## config.mk

```make
export PLATFORM = sky130hd
export DESIGN_NAME = canonical_value_hasher_unit
export DESIGN_NICKNAME = d
export VERILOG_FILES = /design/src/rtl/cvh_pkg.sv /design/src/rtl/cvh_mul.sv /design/src/rtl/cvh_align.sv /design/src/rtl/canonical_value_hasher_unit.sv
export SDC_FILE = /design/constraint.sdc
export NUM_CORES = 2
export LEC_CHECK = 0
export BUFFER_PORTS_ARGS = -buffer_cell sky130_fd_sc_hd__buf_2
export CORE_MARGIN = 8
export CORE_UTILIZATION = 42
export DETAILED_ROUTE_END_ITERATION = 8
export MAX_ROUTING_LAYER = met4
export PLACE_DENSITY_LB_ADDON = 0.1
export SLEW_MARGIN = 20
export SYNTH_ARGS = -nofsm -noshare
export SYNTH_HDL_FRONTEND = slang
export SYNTH_SLANG_ARGS = --single-unit
```

## constraint.sdc

```tcl
create_clock -name aclk -period 29.4 [get_ports aclk]
set_input_delay 2.94 -clock aclk [delete_from_list [all_inputs] [get_ports aclk]]
set_output_delay 2.94 -clock aclk [all_outputs]
set_load 0.02 [all_outputs]
```

## src/rtl/cvh_pkg.sv

```systemverilog
package cvh_pkg;

    // item commands
    localparam logic CMD_INT   = 1'b0;
    localparam logic CMD_QUANT = 1'b1;

    // result status codes
    localparam logic [1:0] ST_OK    = 2'd0;
    localparam logic [1:0] ST_NAN   = 2'd1;
    localparam logic [1:0] ST_RANGE = 2'd2;

    // fnv-1a 64 constants: prime = 2^40 + 0x1b3
    localparam logic [63:0] CVH_OFFSET_BASIS = 64'd14695981039346656037;
    localparam logic [16:0] CVH_FNV_LOW      = 17'h001b3;
    localparam int          CVH_FNV_SHIFT    = 40;

    // fixed-point scale
    localparam logic [16:0] CVH_SCALE = 17'd100000;

    // byte count saturation
    localparam logic [3:0] CVH_MAX_BYTES = 4'd8;

    // double exponent bias plus mantissa width
    localparam logic [10:0] CVH_EXP_ZERO = 11'd1075;
    localparam logic [10:0] CVH_EXP_DEN  = 11'd1074;
    localparam logic [10:0] CVH_EXP_INF  = 11'h7ff;

    // widths of the scaled product and the rounded value
    localparam int CVH_PROD_W = 70;
    localparam int CVH_Q_W    = 71;

endpackage

```

## src/rtl/cvh_mul.sv

```systemverilog
module cvh_mul
    import cvh_pkg::*;
(
    input  logic [63:0] a,
    input  logic [16:0] b,
    output logic [80:0] p
);

    // shared 64 x 17 multiplier, caller registers the result
    assign p = 81'(a) * 81'(b);

endmodule

```

## src/rtl/cvh_align.sv

```systemverilog
module cvh_align
    import cvh_pkg::*;
(
    input  logic [CVH_PROD_W-1:0] prod,
    input  logic [10:0]           exp_field,
    output logic [CVH_Q_W-1:0]    q,
    output logic                  ovf
);

    logic        lsh_case;
    logic [10:0] lamt;
    logic [10:0] ramt;
    logic [6:0]  rsat;
    logic [131:0] lwide;
    logic [CVH_Q_W-1:0] rwide;

    // left shift for large exponents, right shift with rounding otherwise
    assign lsh_case = exp_field >= CVH_EXP_ZERO;
    assign lamt     = exp_field - CVH_EXP_ZERO;
    assign ramt     = (exp_field == 11'd0) ? CVH_EXP_DEN : (CVH_EXP_ZERO - exp_field);
    assign rsat     = (ramt > 11'd71) ? 7'd71 : ramt[6:0];
    assign lwide    = {62'b0, prod} << lamt[5:0];
    // extra low bit keeps the half bit for rounding
    assign rwide    = {prod, 1'b0} >> rsat;

    always_comb begin
        if (lsh_case) begin
            ovf = (lamt >= 11'd63) || (|lwide[131:71]);
            q   = lwide[70:0];
        end else begin
            ovf = 1'b0;
            q   = {1'b0, rwide[CVH_Q_W-1:1]} + CVH_Q_W'(rwide[0]);
        end
    end

endmodule

```

## src/rtl/canonical_value_hasher_unit.sv

```systemverilog
// integer item with n bytes (n = 0..8): S_ABSORB takes the n bytes, then S_DONE posts the result
// quantize: MUL, ROUND, CHECK, ABSORB, DONE; non-finite skips to DONE; out of range skips ABSORB
// throughput: one item at a time; the shared 64 x 17 multiplier absorbs one byte per cycle
// a new request is taken once the block is idle and the result register is free or draining
// reset: aresetn synchronous active low, hash reloads the fnv offset basis, no result pending
module canonical_value_hasher_unit
    import cvh_pkg::*;
(
    input  logic         aclk,
    input  logic         aresetn,
    input  logic         s_tvalid,
    output logic         s_tready,
    input  logic [71:0]  s_tdata,  // value_bits[63:0], byte_count[67:64], restart[68], zero pad
    input  logic         s_tuser,  // command[0]
    output logic         m_tvalid,
    input  logic         m_tready,
    output logic [127:0] m_tdata,  // hash_value[63:0], fixed_value[127:64]
    output logic [1:0]   m_tuser   // status[1:0]
);

    localparam logic [2:0] S_IDLE   = 3'd0;
    localparam logic [2:0] S_MUL    = 3'd1;
    localparam logic [2:0] S_ROUND  = 3'd2;
    localparam logic [2:0] S_CHECK  = 3'd3;
    localparam logic [2:0] S_ABSORB = 3'd4;
    localparam logic [2:0] S_DONE   = 3'd5;

    logic [2:0]  state_reg;
    logic [63:0] hash_reg;
    logic [63:0] data_reg;
    logic [3:0]  cnt_reg;
    logic        neg_reg;
    logic [10:0] exp_reg;
    logic [CVH_PROD_W-1:0] prod_reg;
    logic [CVH_Q_W-1:0]    q_reg;
    logic        ovf_reg;
    logic [1:0]  status_reg;
    logic [63:0] fixed_reg;

    logic        m_valid_reg;
    logic [63:0] m_hash_reg;
    logic [63:0] m_fixed_reg;
    logic [1:0]  m_status_reg;

    logic        accept;
    logic [63:0] in_value;
    logic [3:0]  in_count;
    logic        in_restart;
    logic [3:0]  cnt_sat;
    logic [63:0] hash_base;

    logic [63:0] mul_a;
    logic [16:0] mul_b;
    logic [80:0] mul_p;
    logic [63:0] fnv_x;
    logic [63:0] hash_step;

    logic [CVH_Q_W-1:0] align_q;
    logic               align_ovf;
    logic [CVH_Q_W-1:0] limit;
    logic               range_err;

    // input unpacking
    assign in_value   = s_tdata[63:0];
    assign in_count   = s_tdata[67:64];
    assign in_restart = s_tdata[68];
    assign cnt_sat    = (in_count > CVH_MAX_BYTES) ? CVH_MAX_BYTES : in_count;
    assign hash_base  = in_restart ? CVH_OFFSET_BASIS : hash_reg;

    assign s_tready = (state_reg == S_IDLE) && (!m_valid_reg || m_tready);
    assign accept   = s_tvalid && s_tready;

    // shared multiplier: mantissa scaling or fnv byte round
    assign fnv_x = hash_reg ^ {56'b0, data_reg[7:0]};
    assign mul_a = (state_reg == S_MUL) ? {11'b0, data_reg[52:0]} : fnv_x;
    assign mul_b = (state_reg == S_MUL) ? CVH_SCALE : CVH_FNV_LOW;

    cvh_mul u_mul (
        .a (mul_a),
        .b (mul_b),
        .p (mul_p)
    );

    assign hash_step = mul_p[63:0] + (fnv_x << CVH_FNV_SHIFT);

    // exponent alignment and rounding of the scaled product
    cvh_align u_align (
        .prod      (prod_reg),
        .exp_field (exp_reg),
        .q         (align_q),
        .ovf       (align_ovf)
    );

    // range check against the signed 64-bit limit
    assign limit     = neg_reg ? (CVH_Q_W'(1) << 63) : ((CVH_Q_W'(1) << 63) - CVH_Q_W'(1));
    assign range_err = ovf_reg || (q_reg > limit);

    // sequencer
    always_ff @(posedge aclk) begin
        if (!aresetn) begin
            state_reg   <= S_IDLE;
            hash_reg    <= CVH_OFFSET_BASIS;
            m_valid_reg <= 1'b0;
        end else begin
            if (m_valid_reg && m_tready) begin
                m_valid_reg <= 1'b0;
            end
            case (state_reg)
                S_IDLE: begin
                    if (accept) begin
                        hash_reg   <= hash_base;
                        status_reg <= ST_OK;
                        fixed_reg  <= 64'd0;
                        neg_reg    <= in_value[63];
                        exp_reg    <= in_value[62:52];
                        if (s_tuser == CMD_INT) begin
                            data_reg  <= in_value;
                            cnt_reg   <= cnt_sat;
                            state_reg <= (cnt_sat == 4'd0) ? S_DONE : S_ABSORB;
                        end else if (in_value[62:52] == CVH_EXP_INF) begin
                            status_reg <= ST_NAN;
                            state_reg  <= S_DONE;
                        end else begin
                            data_reg <= (in_value[62:52] == 11'd0)
                                ? {12'b0, in_value[51:0]}
                                : {11'b0, 1'b1, in_value[51:0]};
                            state_reg <= S_MUL;
                        end
                    end
                end
                S_MUL: begin
                    prod_reg  <= mul_p[CVH_PROD_W-1:0];
                    state_reg <= S_ROUND;
                end
                S_ROUND: begin
                    q_reg     <= align_q;
                    ovf_reg   <= align_ovf;
                    state_reg <= S_CHECK;
                end
                S_CHECK: begin
                    if (range_err) begin
                        status_reg <= ST_RANGE;
                        state_reg  <= S_DONE;
                    end else begin
                        fixed_reg <= neg_reg ? (64'd0 - q_reg[63:0]) : q_reg[63:0];
                        data_reg  <= neg_reg ? (64'd0 - q_reg[63:0]) : q_reg[63:0];
                        cnt_reg   <= CVH_MAX_BYTES;
                        state_reg <= S_ABSORB;
                    end
                end
                S_ABSORB: begin
                    hash_reg <= hash_step;
                    data_reg <= data_reg >> 8;
                    cnt_reg  <= cnt_reg - 4'd1;
                    if (cnt_reg == 4'd1) begin
                        state_reg <= S_DONE;
                    end
                end
                S_DONE: begin
                    m_valid_reg <= 1'b1;
                    state_reg   <= S_IDLE;
                end
                default: begin
                    state_reg <= S_IDLE;
                end
            endcase
        end
    end

    // result register
    always_ff @(posedge aclk) begin
        if (state_reg == S_DONE) begin
            m_hash_reg   <= hash_reg;
            m_fixed_reg  <= fixed_reg;
            m_status_reg <= status_reg;
        end
    end

    assign m_tvalid = m_valid_reg;
    assign m_tdata  = {m_fixed_reg, m_hash_reg};
    assign m_tuser  = m_status_reg;

endmodule

```

==> results.md <==
* Period utilization at 45.2%
* GPL Wtd Cong at 1.04
* Die height at 375 um
* Share of the yosys chip area belonging to registers at 25.7%
* Post-synth top area share at 23.2%
* Critical Path Max Stage Delay at 0.87 ns
* Final Hold Fails at 0
* First-pass GRT wire length at 324000 um
* Final core occ at 46.1%
* Mapped cell area at 0.0541 sq mm
* Root Driver: clkbuf_16
* Post-synthesis simple-gate area fraction at 14.4%
* Aggregate global routing overflow at 0
* Die W at 375 um
* RSZ-0062 raised after global routing: false
* Area after DPL at 0.0569 sq mm
* Minimum clock period at 13.28 ns
* Initial antenna violation count at 14
* Number of synthesis warnings at 0
* TNS Setup at 0 ns
* Clk_skew at 0.0357 ns
* Sink Count at 486
* Largest family of logic cells by synthesized area: adder cells
* Flop-to-flop setup slack at 16.12 ns
* # Post-CTS Setup Buffers at 0
* CTS clk-pin slew, worst paths at 0.07 ns
* Synth Area in XOR/XNOR at 3.25%
* Worst Hold End: m_fixed_reg[61]
* Crit path max-delay cell type: o311ai_0
* R2R cell count at 41
* Hold path cells at 0
* Rows at 131
* Total die area at 0.141 sq mm
* Finish-stage setup viols at 0
* Complex-gate fraction of the synthesized area at 16.4%
* Max-slew violations at 0
* Final wirelength at 225000 um
* Post-CTS Resized at 0
* Max FFs per register at 71
* Hold slack final at 0.417 ns
* Initial DRC Count at 5574
* Main synth FF type: edfxtp_1
* Routed vias at 46300
* Crit end category: flip-flop
* WS Path Type: reg2reg
* Synth top cells by count: inv_1, ha_1, nand2_1
* Starting Density at 42.4%
* Post-synthesis adder-cell area fraction at 28.3%
* Cell count after synthesis at 5784
* Most frequent CP cell: fa_1
* Clock Latency Late Sink at 0.69 ns
* H-tree levels at 2
* Vias/cell at 6.10
* Least-Margin Pin Slew at 1.16 ns
* Count leader, synth: inv_1
* Reg-to-reg endpoint: hash_reg[63]
* Vias in the first global route at 44900
* CTS tree: yes
* Crit-path leading delay family: compound AO/OA/AOI/OAI gates
* Slew Limit Headroom at 22.4%
* Number of synthesized flops with an enable pin at 418
* Number of port buffers at 205
* Hold-fix buffers, CTS at 0
* WP data arrival at 13.81 ns
* CTS Buf Count at 57
* Crit start category: flip-flop
* Hold Path Class: reg2reg
* Synthesis-stage register bit count at 486
* Final nets at 6894
* Clk buf depth at 3
* Final ANT Viol Nets at 0
* IO Pins at 209
* Post-DP HPWL at 183000 um
* Total track usage at 32.1%
* DR pass1 iterations at 8
* Core area at 0.128 sq mm
* Asr flop ratio synth at 0%
* Maximum capacitance violations at 0
* Crit-path max FO at 53
* Routed length per instance at 29.7 um
* Mapped Avg Cell Area at 9.36 sq um
* Outcome: finished clean
* Ranking of synthesized cells by area: edfxtp_1, fa_1, ha_1, inv_1, nand2_1
* Area growth, synth to finish at 8.68%
* Max Freq at 75.3 MHz
* Startpoint of the worst hold path: fixed_reg[61]
* Distinct cells, synth at 121
* Synth area leader: edfxtp_1
* Layout Cell Area excl Fill at 0.0588 sq mm
* Layout cell share with drive strength beyond 1 at 9.74%
* Post-synthesis mux area share at 3.97%
* Crit path buf inv count at 5
* Largest net degree at the start of global routing at 88
* DRC Markers at 0
* R2r startpoint: state_reg[2]
* Crit path required time at 29.92 ns
## cell families (layout without fill, tap and decap cells)
group	Yosys count	after routing
DFF	486	486
adders and majority gates	948	948
xor gates and xnor gates	201	201
muxes	177	177
AOI/OAI and AO/OA	1291	1291
buffers and inverters	1073	1190
other	2	26
and+or+nand+nor	1606	1606
## through the flow
stage,std cells,setup WS (ns)
after floorplan,5799,17.87
after global routing,7583,15.40
final,7587,16.12
after detailed placement,7472,16.39
after CTS,7578,16.27
after global placement,7472,16.45
## area by class of cell
cell class                      instances  area [sq um]
Antenna cell                            9          22.5
Inverter                              783          2940
Multi-Input combinational cell       4240         36200
Fill cell                           12400         68800
Sequential cell                       486         13900
Clock buffer                           70          1560
Timing Repair Buffer                  301          1750
Clock inverter                         36           355
Tap cell                             1662          2080
## worst reg2reg max path: cells and delay by family, from the launching register on
| family | cells | cell delay [ns] |
|---|---|---|
| compound gates | 16 | 5.06 |
| fa+ha+maj | 8 | 3.41 |
| simple gates | 9 | 2.08 |
| xor+xnor | 3 | 1.15 |
| buf+inv | 5 | 0.83 |
| flops | 1 | 0.61 |
## routing by layer
metal	vias to the layer above	global-route usage [%]	wire length, um
met5	-	-	0
met4	0	10.8	9210
met3	412	6.10	19600
met2	2134	47.9	98900
met1	23100	43.8	97500
li1	20700	-	-
## layout by cell type, fill, tap and decap left out, drive strengths merged, types with 96 or more instances in the layout
cell    netlist  final
edfxtp      418    418
nor3         96     96
buf         111    301
nand3       233    233
ha          486    486
nand2       490    490
xnor2       107    107
mux2i       120    120
o21ai       279    279
nor2        381    381
inv         780    790
a21oi       256    256
fa          462    462
## how the worst max path moves through the flow
stage          slack (ns)          from  cells past startpoint      endpoint
3_5_place_dp        16.39  state_reg[2]                     41  hash_reg[63]
5_1_grt             15.40  state_reg[2]                     41  hash_reg[63]
6_report            16.12  state_reg[2]                     41  hash_reg[63]
4_1_cts             16.27  state_reg[2]                     41  hash_reg[63]
2_1_floorplan       17.87       aresetn                      4  state_reg[1]
3_3_place_gp        16.45  state_reg[2]                     41  hash_reg[63]
Power is not shown: default switching activity piles up to over one toggle a cycle in this logic, so the estimate is an artifact.
